`config.mk`:
```
export PLATFORM = sky130hd
export DESIGN_NAME = intel_hex_record_loader_flat
export DESIGN_NICKNAME = d
export VERILOG_FILES = /design/src/hdl/ihrl_pkg.sv /design/src/hdl/ihrl_in_if.sv /design/src/hdl/ihrl_out_if.sv /design/src/hdl/ihrl_out_reg.sv /design/src/hdl/intel_hex_record_loader.sv /design/src/flat_wrapper.sv
export SDC_FILE = /design/constraint.sdc
export NUM_CORES = 1
export LEC_CHECK = 0
export ABC_AREA = 1
export BUFFER_PORTS_ARGS = -buffer_cell sky130_fd_sc_hd__buf_4
export CAP_MARGIN = 20
export CORE_AREA = 2 2 159 278
export CTS_BUF_LIST = sky130_fd_sc_hd__clkbuf_2
export CTS_CLUSTER_SIZE = 12
export DETAILED_ROUTE_END_ITERATION = 8
export DIE_AREA = 0 0 161 280
export GPL_TIMING_DRIVEN = 1
export PLACE_DENSITY_LB_ADDON = 0.15
export SLEW_MARGIN = 20
export SYNTH_ARGS = -nofsm -noshare
export SYNTH_HDL_FRONTEND = slang
export SYNTH_SLANG_ARGS = --single-unit
export TNS_END_PERCENT = 10
```
`constraint.sdc`:
```
create_clock -name clk -period 10 [get_ports clk]
set_input_delay 3 -clock clk [delete_from_list [all_inputs] [get_ports clk]]
set_output_delay 3 -clock clk [all_outputs]
set_load 0.05 [all_outputs]
```
`src/hdl/ihrl_pkg.sv`:
```
// Shared types, constants and character decode for the Intel HEX record loader.
`timescale 1ns / 1ps
package ihrl_pkg;

	// Longest run of hex digits accepted on one line.
	localparam int MAX_LINE_CHARS = 530;
	localparam int DIGIT_W        = $clog2(MAX_LINE_CHARS + 1);
	localparam int IDX_W          = DIGIT_W - 1;
	localparam int CMP_W          = ((DIGIT_W > 10) ? DIGIT_W : 10) + 1;

	localparam logic [7:0] CHAR_COLON = 8'h3A;
	localparam logic [7:0] CHAR_CR    = 8'h0D;
	localparam logic [7:0] CHAR_LF    = 8'h0A;
	localparam logic [7:0] CHAR_LC_OFS = 8'd87;
	localparam logic [7:0] CHAR_UC_OFS = 8'd55;

	// Record types
	localparam logic [7:0] REC_DATA = 8'h00;
	localparam logic [7:0] REC_EOF  = 8'h01;
	localparam logic [7:0] REC_ESA  = 8'h02;
	localparam logic [7:0] REC_ELA  = 8'h04;

	// Byte positions within a record
	localparam int BYTE_COUNT   = 0;
	localparam int BYTE_ADDR_HI = 1;
	localparam int BYTE_ADDR_LO = 2;
	localparam int BYTE_TYPE    = 3;
	localparam int BYTE_EXT_HI  = 4;
	localparam int BYTE_EXT_LO  = 5;

	// Minimum digit count of an extended address record
	localparam int EXT_MIN_DIGITS = 12;
	localparam int HDR_DIGITS     = 8;

	typedef enum logic [1:0] {
		KIND_DATA  = 2'd0,
		KIND_DONE  = 2'd1,
		KIND_ERROR = 2'd2
	} kind_t;

	typedef enum logic [3:0] {
		PH_COLON  = 4'b0001,
		PH_RECORD = 4'b0010,
		PH_SKIP   = 4'b0100,
		PH_STOP   = 4'b1000
	} phase_t;

	typedef struct packed {
		kind_t       kind;
		logic [31:0] write_offset;
		logic [7:0]  byte_value;
		logic [31:0] extent;
	} ihrl_result_t;

	// {valid, nibble}
	function automatic logic [4:0] hex_nibble(input logic [7:0] c);
		logic [7:0] v;
		v = 8'h00;
		if (c >= 8'h30 && c <= 8'h39) begin
			v = c - 8'h30;
			return {1'b1, v[3:0]};
		end else if (c >= 8'h61 && c <= 8'h66) begin
			v = c - CHAR_LC_OFS;
			return {1'b1, v[3:0]};
		end else if (c >= 8'h41 && c <= 8'h46) begin
			v = c - CHAR_UC_OFS;
			return {1'b1, v[3:0]};
		end
		return 5'b0_0000;
	endfunction

endpackage

```
`src/hdl/ihrl_in_if.sv`:
```
// Character input channel of the Intel HEX record loader.
`timescale 1ns / 1ps
interface ihrl_in_if;
	logic       valid;
	logic       ready;
	logic [7:0] ch;
	logic       stream_end;

	modport source (output valid, output ch, output stream_end, input ready);
	modport sink (input valid, input ch, input stream_end, output ready);
endinterface

```
`src/hdl/ihrl_out_if.sv`:
```
// Result channel of the Intel HEX record loader.
`timescale 1ns / 1ps
interface ihrl_out_if;
	logic        valid;
	logic        ready;
	logic [1:0]  kind;
	logic [31:0] write_offset;
	logic [7:0]  byte_value;
	logic [31:0] extent;

	modport source (output valid, output kind, output write_offset, output byte_value,
		output extent, input ready);
	modport sink (input valid, input kind, input write_offset, input byte_value,
		input extent, output ready);
endinterface

```
`src/hdl/ihrl_out_reg.sv`:
```
// Output register for result words; frees up as the receiver takes its word.
`timescale 1ns / 1ps
module ihrl_out_reg
	import ihrl_pkg::*;
(
	input  logic          clk,
	input  logic          arst_n,
	input  logic          load,
	input  ihrl_result_t  res,
	output logic          can_load,
	ihrl_out_if.source    result
);

	logic         valid_q;
	ihrl_result_t data_q;

	assign can_load = !valid_q || result.ready;

	always_ff @(posedge clk or negedge arst_n) begin
		if (!arst_n) begin
			valid_q <= 1'b0;
		end else if (can_load) begin
			valid_q <= load;
		end
	end

	always_ff @(posedge clk) begin
		if (can_load && load) begin
			data_q <= res;
		end
	end

	assign result.valid        = valid_q;
	assign result.kind         = data_q.kind;
	assign result.write_offset = data_q.write_offset;
	assign result.byte_value   = data_q.byte_value;
	assign result.extent       = data_q.extent;

endmodule

```
`src/hdl/intel_hex_record_loader.sv`:
```
// Intel HEX record loader: parses hex text into data byte writes.
// Usage:
//   text   - one ASCII character per word (ch), or an end-of-input marker
//            (stream_end = 1, ch ignored).
//   result - kind 0 data write (write_offset, byte_value), kind 1 load
//            complete (extent), kind 2 format error.
// Each accepted character is decoded in the cycle it is accepted; any word it
// produces sits in the output register from the next cycle. Throughput is one
// character per cycle while the receiver does not stall. The limit is the single
// per-character update of the parse state (a 32-bit subtract and compare for
// the data address).
// text.ready stays high while the output register is empty or being taken;
// when the receiver stalls with a word held, input stalls too and nothing is
// lost. After a completion or an error word the block swallows all further
// input without results until reset.
// Reset (arst_n low) returns to waiting for a ':' with linear addressing and
// zero bases, and empties the output register.
`timescale 1ns / 1ps
module intel_hex_record_loader
	import ihrl_pkg::*;
(
	input  logic       clk,
	input  logic       arst_n,
	ihrl_in_if.sink    text,
	ihrl_out_if.source result
);

	phase_t               phase_q, phase_nx;
	logic [DIGIT_W-1:0]   digit_q, digit_nx;
	logic [3:0]           hi_nib_q, hi_nib_nx;
	logic [7:0]           count_q, count_nx;
	logic [15:0]          rec_addr_q, rec_addr_nx;
	logic [7:0]           rec_type_q, rec_type_nx;
	logic [15:0]          ext_word_q, ext_word_nx;
	logic                 seg_mode_q, seg_mode_nx;
	logic [15:0]          seg_base_q, seg_base_nx;
	logic [15:0]          lin_base_q, lin_base_nx;
	logic [31:0]          first_addr_q, first_addr_nx;
	logic                 have_first_q, have_first_nx;
	logic [31:0]          wptr_q, wptr_nx;
	logic [31:0]          max_ext_q, max_ext_nx;

	logic                 can_load;
	logic                 accept;
	logic                 emit;
	ihrl_result_t         res;

	logic [4:0]           nib_dec;
	logic                 nib_ok;
	logic [3:0]           nib;
	logic [7:0]           byte_val;
	logic [IDX_W-1:0]     byte_idx;
	logic [CMP_W-1:0]     di_ext;
	logic [CMP_W-1:0]     need;
	logic [CMP_W-1:0]     need_x;
	logic                 is_ext;
	logic                 short_rec;
	logic                 in_range;
	logic [31:0]          phys;
	logic [31:0]          first_eff;
	logic [31:0]          wp_new;
	logic [31:0]          wp_inc;
	logic                 is_eol;

	assign text.ready = can_load;
	assign accept     = text.valid && can_load;

	assign nib_dec  = hex_nibble(text.ch);
	assign nib_ok   = nib_dec[4];
	assign nib      = nib_dec[3:0];
	assign byte_val = {hi_nib_q, nib};
	assign byte_idx = digit_q[DIGIT_W-1:1];
	assign is_eol   = (text.ch == CHAR_CR) || (text.ch == CHAR_LF);

	// Line length check for closing a record
	assign is_ext    = (rec_type_q == REC_ESA) || (rec_type_q == REC_ELA);
	assign di_ext    = CMP_W'(digit_q);
	assign need      = CMP_W'(HDR_DIGITS) + CMP_W'({count_q, 1'b0});
	assign need_x    = (is_ext && need < CMP_W'(EXT_MIN_DIGITS)) ? CMP_W'(EXT_MIN_DIGITS) : need;
	assign short_rec = di_ext < need_x;
	assign in_range  = CMP_W'(byte_idx) < (CMP_W'(count_q) + CMP_W'(BYTE_EXT_HI));

	// Segment bases, shifted left four bits, are ORed into the record address
	assign phys = seg_mode_q ? ({12'h000, seg_base_q, 4'h0} | {16'h0000, rec_addr_q})
	                         : {lin_base_q, rec_addr_q};
	assign first_eff = have_first_q ? first_addr_q : phys;
	assign wp_new    = phys - first_eff;
	assign wp_inc    = wptr_q + 32'd1;

	always_comb begin
		phase_nx      = phase_q;
		digit_nx      = digit_q;
		hi_nib_nx     = hi_nib_q;
		count_nx      = count_q;
		rec_addr_nx   = rec_addr_q;
		rec_type_nx   = rec_type_q;
		ext_word_nx   = ext_word_q;
		seg_mode_nx   = seg_mode_q;
		seg_base_nx   = seg_base_q;
		lin_base_nx   = lin_base_q;
		first_addr_nx = first_addr_q;
		have_first_nx = have_first_q;
		wptr_nx       = wptr_q;
		max_ext_nx    = max_ext_q;
		emit          = 1'b0;
		res           = '0;
		res.kind      = KIND_ERROR;

		if (accept) begin
			unique case (phase_q)
				PH_STOP: begin
				end
				PH_COLON: begin
					if (text.stream_end || text.ch != CHAR_COLON) begin
						emit     = 1'b1;
						phase_nx = PH_STOP;
					end else begin
						phase_nx  = PH_RECORD;
						digit_nx  = '0;
						hi_nib_nx = 4'h0;
					end
				end
				PH_SKIP: begin
					if (text.stream_end) begin
						emit     = 1'b1;
						phase_nx = PH_STOP;
					end else if (text.ch == CHAR_LF) begin
						phase_nx = PH_COLON;
					end
				end
				PH_RECORD: begin
					if (text.stream_end || is_eol) begin
						if (short_rec) begin
							emit     = 1'b1;
							phase_nx = PH_STOP;
						end else if (rec_type_q == REC_EOF) begin
							emit       = 1'b1;
							res.kind   = KIND_DONE;
							res.extent = max_ext_q;
							phase_nx   = PH_STOP;
						end else if (text.stream_end) begin
							emit     = 1'b1;
							phase_nx = PH_STOP;
						end else begin
							if (rec_type_q == REC_ESA) begin
								seg_mode_nx = 1'b1;
								seg_base_nx = ext_word_q;
							end else if (rec_type_q == REC_ELA) begin
								seg_mode_nx = 1'b0;
								lin_base_nx = ext_word_q;
							end
							phase_nx = (text.ch == CHAR_LF) ? PH_COLON : PH_SKIP;
						end
					end else if (!nib_ok || di_ext >= CMP_W'(MAX_LINE_CHARS)) begin
						emit     = 1'b1;
						phase_nx = PH_STOP;
					end else if (!digit_q[0]) begin
						hi_nib_nx = nib;
						digit_nx  = digit_q + DIGIT_W'(1);
					end else begin
						digit_nx = digit_q + DIGIT_W'(1);
						if (byte_idx == IDX_W'(BYTE_COUNT)) begin
							count_nx = byte_val;
						end else if (byte_idx == IDX_W'(BYTE_ADDR_HI)) begin
							rec_addr_nx[15:8] = byte_val;
						end else if (byte_idx == IDX_W'(BYTE_ADDR_LO)) begin
							rec_addr_nx[7:0] = byte_val;
						end else if (byte_idx == IDX_W'(BYTE_TYPE)) begin
							rec_type_nx = byte_val;
							if (byte_val == REC_DATA) begin
								if (!have_first_q) begin
									first_addr_nx = phys;
									have_first_nx = 1'b1;
								end
								wptr_nx = wp_new;
								if (wp_new > max_ext_q) begin
									max_ext_nx = wp_new;
								end
							end
						end else if (is_ext) begin
							if (byte_idx == IDX_W'(BYTE_EXT_HI)) begin
								ext_word_nx[15:8] = byte_val;
							end else if (byte_idx == IDX_W'(BYTE_EXT_LO)) begin
								ext_word_nx[7:0] = byte_val;
							end
						end else if (rec_type_q == REC_DATA && in_range) begin
							emit             = 1'b1;
							res.kind         = KIND_DATA;
							res.write_offset = wptr_q;
							res.byte_value   = byte_val;
							wptr_nx          = wp_inc;
							if (wp_inc > max_ext_q) begin
								max_ext_nx = wp_inc;
							end
						end
					end
				end
				default: begin
				end
			endcase
		end
	end

	always_ff @(posedge clk or negedge arst_n) begin
		if (!arst_n) begin
			phase_q      <= PH_COLON;
			digit_q      <= '0;
			hi_nib_q     <= 4'h0;
			count_q      <= 8'h00;
			rec_addr_q   <= 16'h0000;
			rec_type_q   <= 8'h00;
			ext_word_q   <= 16'h0000;
			seg_mode_q   <= 1'b0;
			seg_base_q   <= 16'h0000;
			lin_base_q   <= 16'h0000;
			first_addr_q <= 32'h0;
			have_first_q <= 1'b0;
			wptr_q       <= 32'h0;
			max_ext_q    <= 32'h0;
		end else begin
			phase_q      <= phase_nx;
			digit_q      <= digit_nx;
			hi_nib_q     <= hi_nib_nx;
			count_q      <= count_nx;
			rec_addr_q   <= rec_addr_nx;
			rec_type_q   <= rec_type_nx;
			ext_word_q   <= ext_word_nx;
			seg_mode_q   <= seg_mode_nx;
			seg_base_q   <= seg_base_nx;
			lin_base_q   <= lin_base_nx;
			first_addr_q <= first_addr_nx;
			have_first_q <= have_first_nx;
			wptr_q       <= wptr_nx;
			max_ext_q    <= max_ext_nx;
		end
	end

	ihrl_out_reg u_out_reg (
		.clk      (clk),
		.arst_n   (arst_n),
		.load     (emit),
		.res      (res),
		.can_load (can_load),
		.result   (result)
	);

endmodule
```
`src/flat_wrapper.sv`:
```
// flat-port wrapper written by rule: the top's interface ports become plain ports
module intel_hex_record_loader_flat import ihrl_pkg::*;
  (clk, arst_n, text_valid, text_ch, text_stream_end, text_ready, result_valid, result_kind, result_write_offset, result_byte_value, result_extent, result_ready);
  ihrl_in_if text_i ();
  ihrl_out_if result_i ();
  input  logic clk;
  input  logic arst_n;
  input wire logic [$bits(text_i.valid)-1:0] text_valid;
  input wire logic [$bits(text_i.ch)-1:0] text_ch;
  input wire logic [$bits(text_i.stream_end)-1:0] text_stream_end;
  output wire logic [$bits(text_i.ready)-1:0] text_ready;
  output wire logic [$bits(result_i.valid)-1:0] result_valid;
  output wire logic [$bits(result_i.kind)-1:0] result_kind;
  output wire logic [$bits(result_i.write_offset)-1:0] result_write_offset;
  output wire logic [$bits(result_i.byte_value)-1:0] result_byte_value;
  output wire logic [$bits(result_i.extent)-1:0] result_extent;
  input wire logic [$bits(result_i.ready)-1:0] result_ready;
  assign text_i.valid = text_valid;
  assign text_i.ch = text_ch;
  assign text_i.stream_end = text_stream_end;
  assign text_ready = text_i.ready;
  assign result_valid = result_i.valid;
  assign result_kind = result_i.kind;
  assign result_write_offset = result_i.write_offset;
  assign result_byte_value = result_i.byte_value;
  assign result_extent = result_i.extent;
  assign result_i.ready = result_ready;
  intel_hex_record_loader u_core (.clk(clk), .arst_n(arst_n), .text(text_i), .result(result_i));
endmodule
```
Word-level counts from Yosys, hierarchy flattened. Cells that the tools add are included.

Register bits: 271. Bits in latches: 0. Memory bits (writable): 0. Bits in read-only memories: 0. Input bits: 13. Output and inout port bits: 76. Word-level logic and storage cells: 188. Memories: 0.

$add $sub $neg: 8. $mul: 0. Div/mod/pow operators: 0. $lt $le $gt $ge: 12. Eq/ne operators: 23. Shift-type cells: 0. Multiplexer cells: 67. Bitwise gates (word level): 16. Reduce and logical (&&, ||, !) cells: 41.

Operator list (number): $mux 32 (12); $mux 42 (8); $gt 32x32->1 (2); $mux 4 (12); $add 32x1->32 const B (1); $sub 32x32->32 (1); $mux 10 (3); $reduce_and 11->1 (2); $reduce_and 7->1 (3); $mux 5 (4); $or 20x16->20 (1); $pmux 10 s2 (1); $mux 1 (19); $eq 9x2->1 const B (2); $eq 9x3->1 const B (2); $eq 8x4->1 const B (2); $ge 8x7->1 const B (2); $le 8x7->1 const B (2); $logic_not 8->1 (2); $reduce_and 8->1 (2); $not 1->1 (15); $ne 2x2->1 const B (7); $reduce_and 13->1 (1); $pmux 4 s3 (1); other kinds (41) (60).

Longest topological paths before layout.
Depth after elaboration: 15. Mapped depth: 34. Depth with buffers taken out: 32.

Cells and area by module. Synthesis repeated with hierarchy kept, for this count alone.

Cell total of the unflattened synthesis: 2240. Area, all modules: 16903.7 um^2.

Modules (own cells, without submodules): intel_hex_record_loader (times used 1, cells an instance 2160, area each 14636.5 um^2, seq. area each 4906.0 um^2); ihrl_out_reg (times used 1, cells an instance 80, area each 2267.2 um^2, seq. area each 2247.2 um^2).

Worst setup path after synthesis. Ideal clock, no wire load.

Path kind: in2out. Start point: input port result_ready. End point: output port text_ready. Arrival: 3.381 ns. Required time: 7.000 ns. Path slack: 3.619 ns. Stages on the path: 2. Path buffers: 0. Cells stage by stage: inv_1 -> nand2_1.

Word-level cells in the longest chain between the ends: 1.

RTL lines: from (decl) (line flat_wrapper.sv:17) `input wire logic [$bits(result_i.ready)-1:0] result_ready;`; $logic_or 1x1->1 (line ihrl_out_reg.sv:17) `assign can_load = !valid_q || result.ready;`; to (decl) (line flat_wrapper.sv:11) `output wire logic [$bits(text_i.ready)-1:0] text_ready;`.

Every way passes these cells.

Final worst setup path. Same ends and word-level chain as after synthesis.

==> impl_metrics.json <==
{
  "whs_endpoint": "u_core.max_ext_q[8]",
  "ctsResizeCount": 0,
  "synthMuxAreaShare_pct": 0.480,
  "peakVddDrop_mv": 0.0785,
  "path_class": "in -> out",
  "syn_avg_cell_area_um2": 7.59,
  "ant_nets": 0,
  "worst_pin_slew_ps": 949,
  "slew-limit-headroom_pct": 36.1,
  "crit_path_start_kind": "primary input",
  "cp_slowest_stage_delay_ps": 210,
  "clk_path_buf_depth": 3,
  "num_vias": 14785,
  "wl_per_cell_um": 16.6,
  "antenna_found_initial": 1,
  "grt_pass1_wl_um": 78800,
  "reg2reg_slack_ps": 4100,
  "synth_async_sr_flop_share_pct": 72.7,
  "synth_top_area_cell": "dfrtp_1",
  "dp.cells": 2844,
  "postCtsHoldBufs": 0,
  "gp_congestion": 0.915,
  "power_density_nw_per_um2": 118,
  "p_leak_nw": 9.57,
  "pre_cts_ws_ps": 3550,
  "slowest_stage": "buf_4",
  "numCtsBuffers": 68,
  "crit_chain": "buf_4 > inv_1 > nand2_1 > buf_4",
  "die_h_um": 280,
  "fin_crit_ps": 6440,
  "arrival_ps": 3440,
  "grt_usage_pct": 22.4,
  "reg2reg_from": "u_core.seg_mode_q",
  "die_area_um2": 45100,
  "drt_iter0_markers": 675,
  "rsz0062_at_grt": "no",
  "synth_fp_nets": 2356,
  "synth_edf_count": 74,
  "yosys.area_share.xor_xnor_pct": 2.12,
  "fillers": 4501,
  "hold_depth": 2,
  "stdcell_count": 2966,
  "required_ps": 7000,
  "synth_top_family_by_area": "simple AND/OR/NAND/NOR gates",
  "htreeDepth": 3,
  "post-route-period-util_pct": 64.4,
  "yosysWarnings": 0,
  "dpl.hpwl_um": 38700,
  "tns_ps": 0,
  "io_buffers": 88,
  "hold_violations": 0,
  "fin_ws_ps": 3560,
  "ys_ff_latch": 271,
  "drt_wl_total_um": 49200,
  "ys_seq_area_share_pct": 42.2,
  "cap_violations": 0,
  "start_util_pct": 39.4,
  "fmax_ghz": 0.155,
  "cp_max_fo": 3,
  "cts_root_buf": "clkbuf_2",
  "synth_area_um2": 16900,
  "synth-simple-area-share_pct": 27.0,
  "syn2layout_area_growth_pct": 10.9,
  "synth_cell_types": 55,
  "grt_pass1_vias": 14954,
  "synth-compound-area-share_pct": 11.6,
  "drtPass1Iterations": 7,
  "reg2regPathDepth": 29,
  "cts.sinks": 271,
  "clk_latency_ps": 960,
  "drc": 0,
  "drive_above_1_share_pct": 10.6,
  "clkTransAtPathRegs_ps": 70,
  "critical-path-top-delay-family": "buffers and inverters",
  "synthTopCellsByArea": "dfrtp_1 29%, edfxtp_1 13%, nand2_1 13%",
  "synth_top_cell_area_share_pct": 28.9,
  "num-nets-final": 2471,
  "num_io_pins": 89,
  "vias_per_cell": 4.98,
  "setup_viol": 0,
  "total_power_mw": 2.21,
  "std_cell_rows": 101,
  "grt-ovfl-total": 0,
  "synth_fa_ha_area_share_pct": 8.16,
  "ys.flop_type": "dfrtp_1",
  "r2r_end": "u_core.max_ext_q[8]",
  "cp-end-kind": "primary output",
  "syn-instance-count": 2233,
  "min_from": "u_core.max_ext_q[8]",
  "core_area_um2": 43000,
  "hold_class": "reg -> reg",
  "slew_violations": 0,
  "whs_ps": 485,
  "cts_setup_buffers": 0,
  "status": "finished, final reports clean",
  "cp.buffers_inverters": 3,
  "skew_ps": 106,
  "path_common_cell": "buf_4",
  "die_w_um": 161,
  "cts_tree": "built",
  "grt_start_max_net_pins": 84
}
placed cells by master, fill, tap and decap left out, types with 3 or more instances in the layout:
cell type,netlist,final
mux2i_1,7,7
clkinv_2,1,4
o21ai_0,223,223
a21oi_1,89,89
nor3_2,3,3
a21o_1,4,4
nor4_1,14,14
a21boi_0,5,5
edfxtp_1,74,74
clkbuf_2,0,97
bufinv_16,0,3
o21bai_1,7,7
xor2_1,38,38
clkinv_1,2,19
nand2_1,586,586
dfrtp_1,196,196
a31oi_1,5,5
o21a_1,7,7
inv_1,301,300
nor2_4,3,3
nor2_1,243,243
nand2_4,4,4
nand3_2,5,6
nand4_1,37,37
inv_2,7,9
o21ai_2,12,12
nand2_2,7,7
xnor2_1,3,3
nand3b_1,4,4
nor3_1,28,28
o31ai_1,3,3
ha_1,109,109
and3_1,3,3
nand3_1,126,125
buf_4,5,97
o211ai_1,3,3
sequential cells by signal, indices dropped and copies added, names as in the netlist:
register and flops:
u_core.seg_mode_q 1, u_core.have_first_q 1, u_core.rec_addr_q 16, u_core.u_out_reg.result.byte_value 8, u_core.rec_type_q 8, u_core.hi_nib_q 4
u_core.wptr_q 32, u_core.u_out_reg.result.extent 32, u_core.lin_base_q 16, u_core.max_ext_q 32, u_core.u_out_reg.result.kind 2, u_core.ext_word_q 16
u_core.seg_base_q 16, u_core.u_out_reg.result.write_offset 32, u_core.count_q 8, u_core.digit_q 10, u_core.phase_q 4, u_core.first_addr_q 32
u_core.u_out_reg.result.valid 1
per-stage QoR:
stage,util [%],area (um2)
after floorplan,-,16900
after global placement,42.2,18100
after detailed placement,42.2,18100
after CTS,43.8,18800
after global routing,43.8,18800
final,43.8,18800
cell families after synthesis:
group / after synthesis
AO/OA/AOI/OAI: 365
multiplexers: 8
flip-flops: 271
XOR/XNOR: 41
AND/OR/NAND/NOR: 1074
adder cells (fa/ha/maj): 110
buffers and inverters: 364
power breakdown:
group / internal [mW] / switching, mW
combinational: 0.0615 / 0.157
sequential: 1.16 / 0.0188
clock: 0.338 / 0.476
total: 1.56 / 0.652
final cells by class:
cell class / count / area [um2] / share of cell area [%]
clock buffer: 97 / 485 / 2.58
multi-input combinational: 1598 / 8370 / 44.5
sequential: 271 / 7150 / 38.0
clock inverter: 24 / 173 / 0.918
inverter: 311 / 1170 / 6.22
tap: 566 / 708 / 3.77
timing repair buffer: 98 / 742 / 3.95
antenna: 1 / 2.50 / 0.0133
worst register-to-register path: cells and delay by family (launching register included):
kind                     cells  cell delay, ps
AO/OA/AOI/OAI                5             960
adder cells (fa/ha/maj)      2             620
buffers and inverters        5            1070
flip-flops                   1             640
AND/OR/NAND/NOR             17            2470
per-layer routing:
metal | GRT usage, % | vias up | share of wire, %
li1 | - | 7546 | -
met1 | 22.0 | 6807 | 36
met2 | 44.6 | 304 | 56
met3 | 2.84 | 128 | 2.8
met4 | 12.2 | 0 | 5.2
met5 | 0 | - | 0
Yosys cell counts (all sizes together) (2+ instances only):
library cell and n:
nor2 249, a21oi 89, edfxtp 74, clkbuf 36
or2 2, and3 3, a31oi 5, nor4 14
o211ai 3, nand2 597, buf 17, o31ai 3
nand3 132, dfrtp 196, o21bai 7, mux2i 7
nor3 32, a21boi 5, o21a 7, nand3b 4
xnor2 3, ha 109, inv 308, xor2 38
a22oi 2, nand4 37, clkinv 3, o21ai 237
a21o 4
worst max-delay path by stage:
stage               cells after the start         startpoint  slack (ps)                   end
finish                                  4       result_ready        3560            text_ready
global placement                        4       result_ready        3560            text_ready
global route                           29  u_core.seg_mode_q        3410  u_core.max_ext_q[17]
detailed placement                      4       result_ready        3550            text_ready
CTS                                     4       result_ready        3550            text_ready
floorplan                               2       result_ready        3620            text_ready
No activity file was read; power rests on OpenSTA's default activity.
